$ cat config.mk
export PLATFORM = sky130hd
export DESIGN_NAME = byte_stream_tokenizer
export DESIGN_NICKNAME = d
export VERILOG_FILES = /design/src/hw/rtl/bst_pkg.sv /design/src/hw/rtl/byte_stream_tokenizer.sv
export SDC_FILE = /design/constraint.sdc
export NUM_CORES = 1
export LEC_CHECK = 0
export BUFFER_PORTS_ARGS = -buffer_cell sky130_fd_sc_hd__buf_4
export CAP_MARGIN = 20
export CORE_ASPECT_RATIO = 1.2
export CORE_MARGIN = 2
export CORE_UTILIZATION = 52
export DETAILED_ROUTE_END_ITERATION = 7
export PLACE_DENSITY = 0.81
export SLEW_MARGIN = 0
export SYNTH_ARGS = -nofsm -noshare
export SYNTH_HDL_FRONTEND = slang
export SYNTH_SLANG_ARGS = --single-unit
$ cat constraint.sdc
create_clock -name i_clk -period 6.3 [get_ports i_clk]
set_input_delay 0.315 -clock i_clk [delete_from_list [all_inputs] [get_ports i_clk]]
set_output_delay 0.315 -clock i_clk [all_outputs]
set_load 0.01 [all_outputs]
$ cat src/hw/rtl/bst_pkg.sv
// Shared types, constants and character helpers for the byte stream tokenizer.
package bst_pkg;

    localparam int MAX_LEXEME = 1023;

    localparam logic [4:0] K_KW_INT    = 5'd0;
    localparam logic [4:0] K_KW_CHAR   = 5'd1;
    localparam logic [4:0] K_KW_IF     = 5'd2;
    localparam logic [4:0] K_KW_PRINT  = 5'd3;
    localparam logic [4:0] K_KW_RETURN = 5'd4;
    localparam logic [4:0] K_IDENT     = 5'd5;
    localparam logic [4:0] K_NUM       = 5'd6;
    localparam logic [4:0] K_STR       = 5'd7;
    localparam logic [4:0] K_CHL       = 5'd8;
    localparam logic [4:0] K_EQEQ      = 5'd9;
    localparam logic [4:0] K_ASSIGN    = 5'd10;
    localparam logic [4:0] K_NE        = 5'd11;
    localparam logic [4:0] K_PLUS      = 5'd12;
    localparam logic [4:0] K_MINUS     = 5'd13;
    localparam logic [4:0] K_STAR      = 5'd14;
    localparam logic [4:0] K_LPAREN    = 5'd15;
    localparam logic [4:0] K_RPAREN    = 5'd16;
    localparam logic [4:0] K_GT        = 5'd17;
    localparam logic [4:0] K_LT        = 5'd18;
    localparam logic [4:0] K_LBRACE    = 5'd19;
    localparam logic [4:0] K_RBRACE    = 5'd20;
    localparam logic [4:0] K_LBRACK    = 5'd21;
    localparam logic [4:0] K_RBRACK    = 5'd22;
    localparam logic [4:0] K_COMMA     = 5'd23;
    localparam logic [4:0] K_DIV       = 5'd24;
    localparam logic [4:0] K_SEMI      = 5'd25;
    localparam logic [4:0] K_UNK       = 5'd26;
    localparam logic [4:0] K_END       = 5'd27;
    localparam logic [4:0] K_ERR_STR   = 5'd28;
    localparam logic [4:0] K_ERR_LNG   = 5'd29;

    typedef enum logic [3:0] {
        M_IDLE, M_IDENT, M_NUM, M_EQ, M_BANG, M_SLASH, M_COMMENT, M_STR,
        M_CQ1, M_CQ2, M_HALT, M_DONE
    } t_mode;

    typedef struct packed {
        logic [4:0]  kind;
        logic [15:0] line;
        logic [15:0] column;
        logic [23:0] start;
        logic [9:0]  len;
        logic        last;
    } t_tok;

    function automatic logic is_space(input logic [7:0] c);
        return (c == 8'd32) || (c >= 8'd9 && c <= 8'd13);
    endfunction

    function automatic logic is_alpha(input logic [7:0] c);
        return (c >= 8'd65 && c <= 8'd90) || (c >= 8'd97 && c <= 8'd122);
    endfunction

    function automatic logic is_digit(input logic [7:0] c);
        return c >= 8'd48 && c <= 8'd57;
    endfunction

    function automatic logic [15:0] sat_inc16(input logic [15:0] v);
        return (v == 16'hFFFF) ? v : v + 16'd1;
    endfunction

    function automatic logic [4:0] single_kind(input logic [7:0] c);
        logic [4:0] k;
        case (c)
            8'h2B:   k = K_PLUS;
            8'h2D:   k = K_MINUS;
            8'h2A:   k = K_STAR;
            8'h28:   k = K_LPAREN;
            8'h29:   k = K_RPAREN;
            8'h3E:   k = K_GT;
            8'h3C:   k = K_LT;
            8'h7B:   k = K_LBRACE;
            8'h7D:   k = K_RBRACE;
            8'h5B:   k = K_LBRACK;
            8'h5D:   k = K_RBRACK;
            8'h2C:   k = K_COMMA;
            default: k = K_UNK;
        endcase
        return k;
    endfunction

    // keyword match on the captured first six bytes, right-justified
    function automatic logic [4:0] word_kind(input logic [9:0] len, input logic [47:0] w);
        logic [4:0] k;
        k = K_IDENT;
        if (len == 10'd3 && w == 48'h696E74)       k = K_KW_INT;
        if (len == 10'd4 && w == 48'h63686172)     k = K_KW_CHAR;
        if (len == 10'd2 && w == 48'h6966)         k = K_KW_IF;
        if (len == 10'd5 && w == 48'h7072696E74)   k = K_KW_PRINT;
        if (len == 10'd6 && w == 48'h72657475726E) k = K_KW_RETURN;
        return k;
    endfunction

endpackage

$ cat src/hw/rtl/byte_stream_tokenizer.sv
// Streaming lexer: one source byte per word in, up to two token records per byte out.
// A token record is registered into the output queue when the byte that ends it is accepted.
// Throughput: one byte per cycle while each byte yields at most one record and the output
// is not stalled; records wait in a three-slot output queue.
// Input stall is high while two or more records are queued.
// Reset (synchronous, active low) returns to idle with all counts zero and the queue empty.
module byte_stream_tokenizer (
    input  logic        i_clk,
    input  logic        i_rst_n,
    input  logic        i_valid,
    output logic        o_stall,
    input  logic [7:0]  i_in_byte,
    input  logic        i_end_of_input,
    output logic        o_valid,
    input  logic        i_stall,
    output logic [4:0]  o_token_kind,
    output logic [15:0] o_token_line,
    output logic [15:0] o_token_column,
    output logic [23:0] o_text_start,
    output logic [9:0]  o_text_length,
    output logic        o_last_of_run,
    input  logic        i_cfg_we,
    input  logic [15:0] i_cfg_data
);

    bst_pkg::t_mode r_mode, n_mode;
    logic [47:0] r_word, n_word;
    logic [9:0]  r_len, n_len;
    logic [15:0] r_line, n_line;
    logic [15:0] r_col, n_col;
    logic [23:0] r_bidx, n_bidx;
    logic [23:0] r_tstart, n_tstart;
    logic [15:0] r_tcol, n_tcol;

    bst_pkg::t_tok r_q [3];
    bst_pkg::t_tok n_q [3];
    logic [1:0] r_cnt, n_cnt;

    bst_pkg::t_tok rec_a, rec_b, rec0, rec1;
    logic        a_v, b_v, go_b;
    logic [15:0] col_a, line_out;
    logic [7:0]  c;
    logic        acc, pop;
    logic [1:0]  base, nres;
    logic        long_err;

    assign acc      = i_valid && !o_stall;
    assign pop      = o_valid && !i_stall;
    assign c        = i_in_byte;
    assign line_out = bst_pkg::sat_inc16(r_line);
    assign long_err = r_len >= 10'(bst_pkg::MAX_LEXEME);

    always_comb begin : lex_step
        n_mode = r_mode; n_word = r_word; n_len = r_len; n_line = r_line;
        n_col = r_col; n_bidx = r_bidx; n_tstart = r_tstart; n_tcol = r_tcol;
        a_v = 1'b0; b_v = 1'b0; go_b = 1'b0;
        col_a = r_col;
        rec_a = '{kind: bst_pkg::K_UNK, line: line_out, column: r_tcol,
                  start: r_tstart, len: 10'd0, last: 1'b0};
        rec_b = '{kind: bst_pkg::K_END, line: line_out, column: r_col,
                  start: r_bidx, len: 10'd0, last: 1'b0};

        if (r_mode != bst_pkg::M_HALT && r_mode != bst_pkg::M_DONE) begin
            if (i_end_of_input) begin
                n_mode = bst_pkg::M_DONE;
                b_v = 1'b1;
                case (r_mode)
                    bst_pkg::M_IDENT, bst_pkg::M_NUM: begin
                        a_v = 1'b1;
                        if (long_err) begin
                            rec_a.kind = bst_pkg::K_ERR_LNG;
                            n_mode = bst_pkg::M_HALT;
                            b_v = 1'b0;
                        end else begin
                            rec_a.kind = (r_mode == bst_pkg::M_NUM) ? bst_pkg::K_NUM
                                         : bst_pkg::word_kind(r_len, r_word);
                            rec_a.len = r_len;
                            col_a = bst_pkg::sat_inc16(r_col);
                        end
                    end
                    bst_pkg::M_EQ: begin
                        a_v = 1'b1; rec_a.kind = bst_pkg::K_ASSIGN; rec_a.len = 10'd1;
                        col_a = bst_pkg::sat_inc16(r_col);
                    end
                    bst_pkg::M_BANG: begin
                        a_v = 1'b1; rec_a.kind = bst_pkg::K_UNK; rec_a.len = 10'd1;
                        col_a = bst_pkg::sat_inc16(r_col);
                    end
                    bst_pkg::M_SLASH: begin
                        a_v = 1'b1; rec_a.kind = bst_pkg::K_DIV; rec_a.len = 10'd1;
                        col_a = bst_pkg::sat_inc16(r_col);
                    end
                    bst_pkg::M_COMMENT: col_a = bst_pkg::sat_inc16(r_col);
                    bst_pkg::M_STR: begin
                        a_v = 1'b1; rec_a.kind = bst_pkg::K_ERR_STR;
                        n_mode = bst_pkg::M_HALT;
                        b_v = 1'b0;
                    end
                    bst_pkg::M_CQ1: begin
                        a_v = 1'b1; rec_a.kind = bst_pkg::K_CHL;
                        col_a = bst_pkg::sat_inc16(r_col);
                    end
                    bst_pkg::M_CQ2: begin
                        a_v = 1'b1; rec_a.kind = bst_pkg::K_CHL; rec_a.len = 10'd1;
                        col_a = bst_pkg::sat_inc16(r_col);
                    end
                    default: ;
                endcase
                n_col = col_a;
                if (b_v) begin
                    n_tcol = col_a;
                    rec_b.column = col_a;
                end
            end else begin
                n_bidx = r_bidx + 24'd1;
                case (r_mode)
                    bst_pkg::M_IDENT, bst_pkg::M_NUM: begin
                        if (bst_pkg::is_digit(c) ||
                            (r_mode == bst_pkg::M_IDENT && bst_pkg::is_alpha(c))) begin
                            if (r_len < 10'd6) n_word = {r_word[39:0], c};
                            if (!long_err) n_len = r_len + 10'd1;
                        end else begin
                            a_v = 1'b1;
                            if (long_err) begin
                                rec_a.kind = bst_pkg::K_ERR_LNG;
                                n_mode = bst_pkg::M_HALT;
                            end else begin
                                rec_a.kind = (r_mode == bst_pkg::M_NUM) ? bst_pkg::K_NUM
                                             : bst_pkg::word_kind(r_len, r_word);
                                rec_a.len = r_len;
                                col_a = bst_pkg::sat_inc16(r_col);
                                go_b = 1'b1;
                            end
                        end
                    end
                    bst_pkg::M_EQ, bst_pkg::M_BANG: begin
                        a_v = 1'b1;
                        col_a = bst_pkg::sat_inc16(r_col);
                        if (c == 8'h3D) begin
                            rec_a.kind = (r_mode == bst_pkg::M_EQ) ? bst_pkg::K_EQEQ
                                                                    : bst_pkg::K_NE;
                            rec_a.len = 10'd2;
                            n_mode = bst_pkg::M_IDLE;
                        end else begin
                            rec_a.kind = (r_mode == bst_pkg::M_EQ) ? bst_pkg::K_ASSIGN
                                                                    : bst_pkg::K_UNK;
                            rec_a.len = 10'd1;
                            go_b = 1'b1;
                        end
                    end
                    bst_pkg::M_SLASH: begin
                        if (c == 8'h2F) begin
                            n_mode = bst_pkg::M_COMMENT;
                        end else begin
                            a_v = 1'b1; rec_a.kind = bst_pkg::K_DIV; rec_a.len = 10'd1;
                            col_a = bst_pkg::sat_inc16(r_col);
                            go_b = 1'b1;
                        end
                    end
                    bst_pkg::M_COMMENT: begin
                        if (c == 8'd10) begin
                            n_line = bst_pkg::sat_inc16(r_line);
                            col_a = 16'd0;
                            n_mode = bst_pkg::M_IDLE;
                        end else begin
                            col_a = bst_pkg::sat_inc16(r_col);
                        end
                    end
                    bst_pkg::M_STR: begin
                        if (c != 8'h22) begin
                            if (!long_err) n_len = r_len + 10'd1;
                        end else if (long_err) begin
                            a_v = 1'b1; rec_a.kind = bst_pkg::K_ERR_LNG;
                            n_mode = bst_pkg::M_HALT;
                        end else begin
                            a_v = 1'b1; rec_a.kind = bst_pkg::K_STR; rec_a.len = r_len;
                            col_a = bst_pkg::sat_inc16(r_col);
                            n_mode = bst_pkg::M_IDLE;
                        end
                    end
                    bst_pkg::M_CQ1: begin
                        if (c == 8'h27) begin
                            a_v = 1'b1; rec_a.kind = bst_pkg::K_CHL;
                            col_a = bst_pkg::sat_inc16(r_col);
                            n_mode = bst_pkg::M_IDLE;
                        end else begin
                            n_len = 10'd1;
                            n_mode = bst_pkg::M_CQ2;
                        end
                    end
                    bst_pkg::M_CQ2: begin
                        a_v = 1'b1; rec_a.kind = bst_pkg::K_CHL; rec_a.len = 10'd1;
                        col_a = bst_pkg::sat_inc16(r_col);
                        n_mode = bst_pkg::M_IDLE;
                        go_b = (c != 8'h27);
                    end
                    default: go_b = 1'b1;
                endcase
                n_col = col_a;

                // fresh lexing of this byte from idle
                if (go_b) begin
                    n_mode = bst_pkg::M_IDLE;
                    rec_b = '{kind: bst_pkg::single_kind(c), line: line_out, column: col_a,
                              start: r_bidx, len: 10'd1, last: 1'b0};
                    if (bst_pkg::is_space(c)) begin
                        if (c == 8'd10) begin
                            n_line = bst_pkg::sat_inc16(r_line);
                            n_col = 16'd0;
                        end
                    end else begin
                        n_tcol = col_a;
                        n_tstart = r_bidx;
                        n_len = 10'd0;
                        n_word = 48'd0;
                        if (bst_pkg::is_alpha(c) || bst_pkg::is_digit(c)) begin
                            n_mode = bst_pkg::is_alpha(c) ? bst_pkg::M_IDENT : bst_pkg::M_NUM;
                            n_word = {40'd0, c};
                            n_len = 10'd1;
                        end else begin
                            case (c)
                                8'h3D: n_mode = bst_pkg::M_EQ;
                                8'h21: n_mode = bst_pkg::M_BANG;
                                8'h2F: n_mode = bst_pkg::M_SLASH;
                                8'h22: begin
                                    n_mode = bst_pkg::M_STR;
                                    n_tstart = r_bidx + 24'd1;
                                end
                                8'h27: begin
                                    n_mode = bst_pkg::M_CQ1;
                                    n_tstart = r_bidx + 24'd1;
                                end
                                8'h3B: begin
                                    b_v = 1'b1;
                                    rec_b.kind = bst_pkg::K_SEMI;
                                    n_col = 16'd0;
                                end
                                default: begin
                                    b_v = 1'b1;
                                    n_col = bst_pkg::sat_inc16(col_a);
                                end
                            endcase
                        end
                    end
                end
            end
        end
    end

    // output queue: head in slot 0, new records appended after the survivors
    always_comb begin : queue_next
        n_q[0] = r_q[1];
        n_q[1] = r_q[2];
        n_q[2] = r_q[2];
        base = r_cnt - {1'b0, pop};
        nres = 2'd0;
        rec0 = a_v ? rec_a : rec_b;
        rec1 = rec_b;
        if (acc) nres = {1'b0, a_v} + {1'b0, b_v};
        rec0.last = (nres == 2'd1);
        rec1.last = 1'b1;
        if (!pop) begin
            n_q[0] = r_q[0];
            n_q[1] = r_q[1];
        end
        for (int i = 0; i < 3; i++) begin
            if (nres != 2'd0 && 2'(i) == base) n_q[i] = rec0;
            if (nres == 2'd2 && 2'(i) == base + 2'd1) n_q[i] = rec1;
        end
        n_cnt = base + nres;
    end

    always_ff @(posedge i_clk) begin
        if (!i_rst_n) begin
            r_mode   <= bst_pkg::M_IDLE;
            r_word   <= '0;
            r_len    <= '0;
            r_line   <= '0;
            r_col    <= '0;
            r_bidx   <= '0;
            r_tstart <= '0;
            r_tcol   <= '0;
            r_cnt    <= '0;
        end else begin
            r_cnt <= n_cnt;
            if (acc) begin
                r_mode   <= n_mode;
                r_word   <= n_word;
                r_len    <= n_len;
                r_line   <= n_line;
                r_col    <= n_col;
                r_bidx   <= n_bidx;
                r_tstart <= n_tstart;
                r_tcol   <= n_tcol;
            end
            if (i_cfg_we) r_line <= i_cfg_data;
        end
    end

    always_ff @(posedge i_clk) begin
        r_q <= n_q;
    end

    assign o_stall        = r_cnt > 2'd1;
    assign o_valid        = r_cnt != 2'd0;
    assign o_token_kind   = r_q[0].kind;
    assign o_token_line   = r_q[0].line;
    assign o_token_column = r_q[0].column;
    assign o_text_start   = r_q[0].start;
    assign o_text_length  = r_q[0].len;
    assign o_last_of_run  = r_q[0].last;

`ifndef SYNTHESIS
    a_done_sticks: assert property (@(posedge i_clk) disable iff (!i_rst_n)
        r_mode == bst_pkg::M_DONE |=> r_mode == bst_pkg::M_DONE)
        else $error("left done state without reset");

    a_halt_silent: assert property (@(posedge i_clk) disable iff (!i_rst_n)
        (acc && r_mode == bst_pkg::M_HALT) |=> r_cnt <= $past(r_cnt))
        else $error("records produced while halted");

    a_index_on_accept: assert property (@(posedge i_clk) disable iff (!i_rst_n)
        !acc |=> $stable(r_bidx))
        else $error("byte index moved without an accepted word");

    a_queue_bound: assert property (@(posedge i_clk) disable iff (!i_rst_n)
        r_cnt != 2'd3 || !pop || !acc)
        else $error("word accepted with a full queue");
`endif

endmodule
# Yosys cells after proc, flatten, opt, wreduce, memory -nomap -nowiden
# Index checks and enable logic that the tools add are counted.
# word_totals
regBits,376
input_bits,30
# op_classes
n_addsub,9
n_eq_ne,61
order_cmp,11
n_mux,138
n_reduce_logical,54
n_bitwise,2
# ops
op,n
72-bit two-way mux,9
16-bit two-way mux,31
48-bit two-way mux,5
144-bit two-way mux,1
8-bit by 6-bit == test with 1-bit output (second input constant),15
10-bit two-way mux,11
5-bit two-way mux,20
16-bit one-hot mux with 6 select lines,1
16-bit one-hot mux with 2 select lines,2
5-bit one-hot mux with 12 select lines,1
10-bit one-hot mux with 5 select lines,1
16-bit by 1-bit adder with 16-bit output (second input constant),3
16-bit == test (second input constant),3
48-bit by 15-bit == test with 1-bit output (second input constant),1
48-bit by 23-bit == test with 1-bit output (second input constant),1
48-bit by 31-bit == test with 1-bit output (second input constant),1
48-bit by 39-bit == test with 1-bit output (second input constant),1
48-bit by 47-bit == test with 1-bit output (second input constant),1
24-bit two-way mux,2
4-bit two-way mux,12
35-bit two-way mux,1
8-bit by 7-bit == test with 1-bit output (second input constant),4
4-bit inequality test (second input constant),8
10-bit by 3-bit == test with 1-bit output (second input constant),3
59 further kinds,137

# Longest topological paths before layout
# depth
word_depth,21
depth_mapped,22
depth_no_buf,18

# Worst setup path after synthesis
# No wires, ideal clock.
# synth_path
path_kind,flip-flop to flip-flop
startpoint,register r_len[5]
endpoint,"register r_q (netlist bit o_text_length[0]), enable pin"
arrival_time_ps,5598
setup_time_ps,431
n_path_buf,7
slack_ps,271
path_stages_with_launch,22
cell_sequence,dfxtp_1 -> clkbuf_1 -> and4_1 -> and3_1 -> buf_2 -> inv_1 -> buf_2 -> o2111ai_1 -> a21oi_1 -> or3_1 -> clkbuf_1 -> and2_0 -> clkbuf_1 -> a31oi_1 -> nor2_1 -> ha_1 -> nand2b_1 -> nor3_1 -> nor2_1 -> clkbuf_1 -> clkbuf_1 -> nand2_1
# synth_between
elab_chain_cells,14
elab_cells_between_ends,19
cone_classes,add/sub (1); order compare (1); eq/ne (1); mux (12); reduce/logical (4)
# synth_rtl
item,line,source
"start, declared",byte_stream_tokenizer.sv:28,"logic [9:0] r_len, n_len;"
"start signal, assigned",byte_stream_tokenizer.sv:289,r_len <= n_len;
10-bit >= comparator *,byte_stream_tokenizer.sv:51,assign long_err = r_len >= 10'(bst_pkg::MAX_LEXEME);
1-bit two-way mux *,"byte_stream_tokenizer.sv:70, byte_stream_tokenizer.sv:124",
1-bit two-way mux,byte_stream_tokenizer.sv:118,if (bst_pkg::is_digit(c) ||
1-bit one-hot mux with 5 select lines,byte_stream_tokenizer.sv:116,case (r_mode)
1-bit two-way mux,byte_stream_tokenizer.sv:64,if (i_end_of_input) begin
1-bit two-way mux,byte_stream_tokenizer.sv:63,if (r_mode != bst_pkg::M_HALT && r_mode != bst_pkg::M_DONE) begin
1-bit two-way mux,byte_stream_tokenizer.sv:202,if (go_b) begin
1-bit two-way mux *,byte_stream_tokenizer.sv:64,
1-bit two-way mux *,byte_stream_tokenizer.sv:63,
1-bit by 1-bit adder with 2-bit output *,byte_stream_tokenizer.sv:259,"if (acc) nres = {1'b0, a_v} + {1'b0, b_v};"
2-bit two-way mux *,byte_stream_tokenizer.sv:259,
2-bit == test / 2-bit nonzero test (equally long branches),"byte_stream_tokenizer.sv:268, byte_stream_tokenizer.sv:267",
"1-bit logical AND, on equally long branches","byte_stream_tokenizer.sv:268, byte_stream_tokenizer.sv:267",
3-bit nonzero test (no source line) *,-,
"end signal, assigned",byte_stream_tokenizer.sv:301,r_q <= n_q;
"end, declared",byte_stream_tokenizer.sv:35,bst_pkg::t_tok r_q [3];
# Every way passes the cells marked *; elsewhere a longest branch is shown, timed or not. The select of a mux whose other input is x is not followed.
# A chain may end at the register's enable or synchronous reset.

# Worst setup path after layout
# layout_path
startpoint,register r_len[1]
endpoint,"register r_q[33] in the netlist's numbering, enable pin"
# layout_between
elab_chain_cells,14
elab_cells_between_ends,19
cone_classes,add/sub (1); order compare (1); eq/ne (1); mux (12); reduce/logical (4)
# layout_rtl
item,line
10-bit >= comparator *,byte_stream_tokenizer.sv:51
1-bit two-way mux *,"byte_stream_tokenizer.sv:70, byte_stream_tokenizer.sv:124"
1-bit two-way mux,byte_stream_tokenizer.sv:118
1-bit one-hot mux with 5 select lines,byte_stream_tokenizer.sv:116
1-bit two-way mux,byte_stream_tokenizer.sv:64
1-bit two-way mux,byte_stream_tokenizer.sv:63
1-bit two-way mux,byte_stream_tokenizer.sv:202
1-bit two-way mux *,byte_stream_tokenizer.sv:64
1-bit two-way mux *,byte_stream_tokenizer.sv:63
1-bit by 1-bit adder with 2-bit output *,byte_stream_tokenizer.sv:259
2-bit two-way mux *,byte_stream_tokenizer.sv:259
2-bit == test / 2-bit nonzero test (equally long branches),"byte_stream_tokenizer.sv:268, byte_stream_tokenizer.sv:267"
"1-bit logical AND, on equally long branches","byte_stream_tokenizer.sv:268, byte_stream_tokenizer.sv:267"
2-bit nonzero test (no source line) *,-
# Marks and branches as above.

==> impl_results.md <==
- Status: complete, but fails checks
- Violated checks: DRC
- H-tree Lvls: 2
- Total power: between 9 and 10 mW
- Slowest stage delay, CP: 0.63 ns
- P&R area growth vs syn: 9.702%
- Gr ovfl total: 0
- Post-Place Worst Slack: roughly 0.93 ns
- Chip width: around 190 µm
- Synth warn: 0
- Worst setup SP type: flop
- Hold path depth: 3
- Crit path required time: 6.59 ns
- R2R setup slack: roughly 0.9 ns
- Asr flop ratio synth: 0%
- CP Cell Sequence: ha_1 > and2_1 > and3_1 > inv_1 > o2111ai_1 > a21oi_1 > or3_1 > and2_0 > a31oi_1 > nor2_1 > ha_1 > o21ai_1 > clkinv_1 > a21oi_1 > buf_4 > inv_2 > buf_12
- Combinational power share: between 30% and 40%
- Layout filler cell count: 3350
- CP endpoint kind: flop
- Post-route cell area: 23190 µm²
- Slowest cell on the critical path: or3_1
- Antenna-violating nets left: 0
- Primary flip-flop cell chosen by synthesis mapping: edfxtp_1
- Least-Margin Pin Slew: 1.066 ns
- # port buffers: 103
- CP Class: reg2reg
- CP Max Fanout: 25
- Root Buffer: clkbuf_16
- Clock transition at the registers of the reported paths: 0.07 ns
- Worst-Skew Late Latency: ~0.57 ns
- Fin crit share: 85.75%
- Post-route DRC: 5
- Worst min-delay path class: in2reg
- Max cap viols: 0
- DIE AREA: 42280 µm²
- Inst Count DP: 2787
- Cell variety after synth: 89
- Clk_skew: 0.03873 ns
- Global-route usage over all layers: between 20% and 30%
- Drt pass-1 iters: 8
- Post-synth top area share: a little under a third
- I/O pin total: 104
- Antenna Cells: 0
- Hold_sp: i_cfg_data[15]
- Placement Rows: 80
- Sequential Power Share: between 40% and 50%
- Largest net degree at the start of global routing: 72
- Initial DRC Count: 2344
- Cells after Synth: 2349
- Area leader, netlist: edfxtp_1
- Internal cell power: slightly above 6 mW
- Leak Pwr: 8.403 nW
- Post-Layout Cell Count: around 2900
- Post-synth EDFFs: 213
- Via Count: 18890
- Final #Nets: around 2300
- RSZ-0062 raised after global routing: no
- Reg2reg end: r_q[33]
- Worst slew margin: 28.01%
- Fin Setup TNS: 0 ns
- Worst r2r path cells: 17
- Clock buffer count from CTS: 39
- Final count of hold timing violations: 0
- PwrDens: 407.5 nW/µm²
- Initial Utilization: 52.93%
- Mean post-synth cell area: 8.999 µm²
- Critical Path Source: r_len[1]
- Vias in the first global route: around 18000
- Core box area: 39940 µm²
- Mapped cell area: between 20000 and 25000 µm²
- WHS Endpoint: r_line[15]
- CP arrival: 5.69 ns
- Area of the multi-input gates: 9937 µm²
- Clock power frac: 25.3%
- Fmax: about 190 MHz
- Worst setup margin: about 0.9 ns
- VDD IR-drop max: 0.0002330 V
- Synth area leaders: edfxtp_1 30%, dfxtp_1 15%, nor2_1 5.2%
- Synth Register Bits: 376
- Final slew viol count: 0
- Final min period: roughly 5.4 ns
- # setup viols final: 0
- Switching Share: 36.05%
- Post-Route Utilization: 58.06%
- Net switching power: 3.407 mW
- CTS Buffer Depth: 3
- Share of cells above drive strength 1: about an eighth
- Dpl hpwl: 43760 µm
- Post-Syn Nets: roughly 2400
- Number of vias per cell: 6.594
- Register area: slightly below 10000 µm²
- Hold slack final: 0.01118 ns
- Register area share after synthesis: 45.70%
- Routed wire length: 63670 µm
- Placed inst area: 21840 µm²
- CTS sink count: about 380
- Worst r2r src: r_len[1]
- CTS tree: done
- Initial antenna violation count: 0
- First-pass GRT wire length: around 100000 µm
- Die height: 224.9 µm
- Final GP Congestion: 1.020
- Wire per inst: 22.23 µm
## sequential cells by signal (all words and copies together), names as in the netlist, 24 cells and up
register	flops
o_text_start	24
r_bidx	24
r_q	144
r_tstart	24
r_word	48
## how the worst max path moves through the flow
stage                     slack [ns]               end  depth (start not counted)
after floorplan                 0.27  o_text_length[0]                         21
after global placement          0.98   o_text_start[1]                         18
after detailed placement        0.93   o_text_start[1]                         18
after CTS                       1.07           r_q[28]                         17
after global routing            0.67           r_q[96]                         18
final                           0.90           r_q[33]                         17
## metal layers
metal  GRT usage (%)  wire length [µm]  up-vias
li1                -                 -     8574
met1           37.07             24570     9020
met2           49.14             30440     1082
met3           5.227              5646      209
met4           14.61              3007        0
met5               0                 0        -
## area by class of cell
class                      count  share of cell area [%]
clock buffer                  58                   4.905
clock inverter                14                  0.7392
inverter                      82                   1.338
multi-input combinational   1634                   42.85
sequential                   376                   41.66
tap                          533                   2.876
timing repair buffer         167                   5.633
## placed cells by master (no fill, tap or decap), drive strengths merged, types with 13 or more instances in the layout
cell type | netlist | routed
nand3 | 51 | 51
and3 | 36 | 36
a22oi | 77 | 77
dfxtp | 163 | 163
a31oi | 18 | 18
nor3 | 48 | 48
o211ai | 23 | 23
nor2 | 296 | 296
clkbuf | 136 | 60
nand4 | 40 | 40
xor2 | 43 | 43
a22o | 49 | 49
xnor2 | 33 | 33
nand2b | 16 | 16
edfxtp | 213 | 213
a211oi | 41 | 41
mux2i | 28 | 28
nand2 | 205 | 205
or3 | 18 | 18
nor4 | 17 | 17
o21ai | 153 | 153
and2 | 27 | 27
a21oi | 142 | 142
o22ai | 24 | 24
nor2b | 13 | 13
a222oi | 54 | 54
inv | 80 | 86
buf | 121 | 162
## logic make-up (layout without fill, tap and decap cells)
kind of cell | Yosys count | in the layout | share of synthesized area, %
XOR/XNOR | 76 | 76 | 3.149
AO/OA/AOI/OAI | 687 | 687 | 22.32
adder cells (fa/ha/maj) | 12 | 12 | 0.7103
AND/OR/NAND/NOR | 831 | 831 | 19.21
buffers and inverters | 339 | 321 | 7.594
flip-flops | 376 | 376 | 45.70
multiplexers | 28 | 28 | 1.326
## Yosys cell counts (all sizes together), types with 40 or more instances
cell,number
buf,121
edfxtp,213
dfxtp,163
nand3,51
a211oi,41
a21oi,142
xor2,43
a22o,49
clkbuf,136
a22oi,77
nor2,296
inv,80
nand2,205
nor3,48
a222oi,54
o21ai,153
nand4,40
## power by group through the flow
stage | sequential [mW] | combinational, mW | clock [mW]
final | 3.85 | 3.21 | 2.39
after global routing | 3.90 | 3.46 | 2.49
after CTS | 3.84 | 3.17 | 2.41
after detailed placement | 3.88 | 3.15 | 0
after global placement | 3.86 | 3.10 | 0
after floorplan | 3.74 | 2.29 | 0
## worst max-delay path: cells and delay by family (launching register included)
| family | cells | cell delay [ns] |
|---|---|---|
| compound gates | 5 | 0.97 |
| fa+ha+maj | 2 | 0.69 |
| buf+inv | 5 | 1.33 |
| flops | 1 | 0.48 |
| simple gates | 5 | 1.61 |
## timing repair
| item | 4_1_cts | 5_1_grt |
|---|---|---|
| buffers inserted | 0 | 0 |
| hold buffers | 3 | 0 |
| gates resized for setup | 0 | 0 |
| endpoints found under the hold margin | 3 | 0 |
| endpoints found under the setup margin | 0 | 0 |
(Power assumes the default switching activity.)
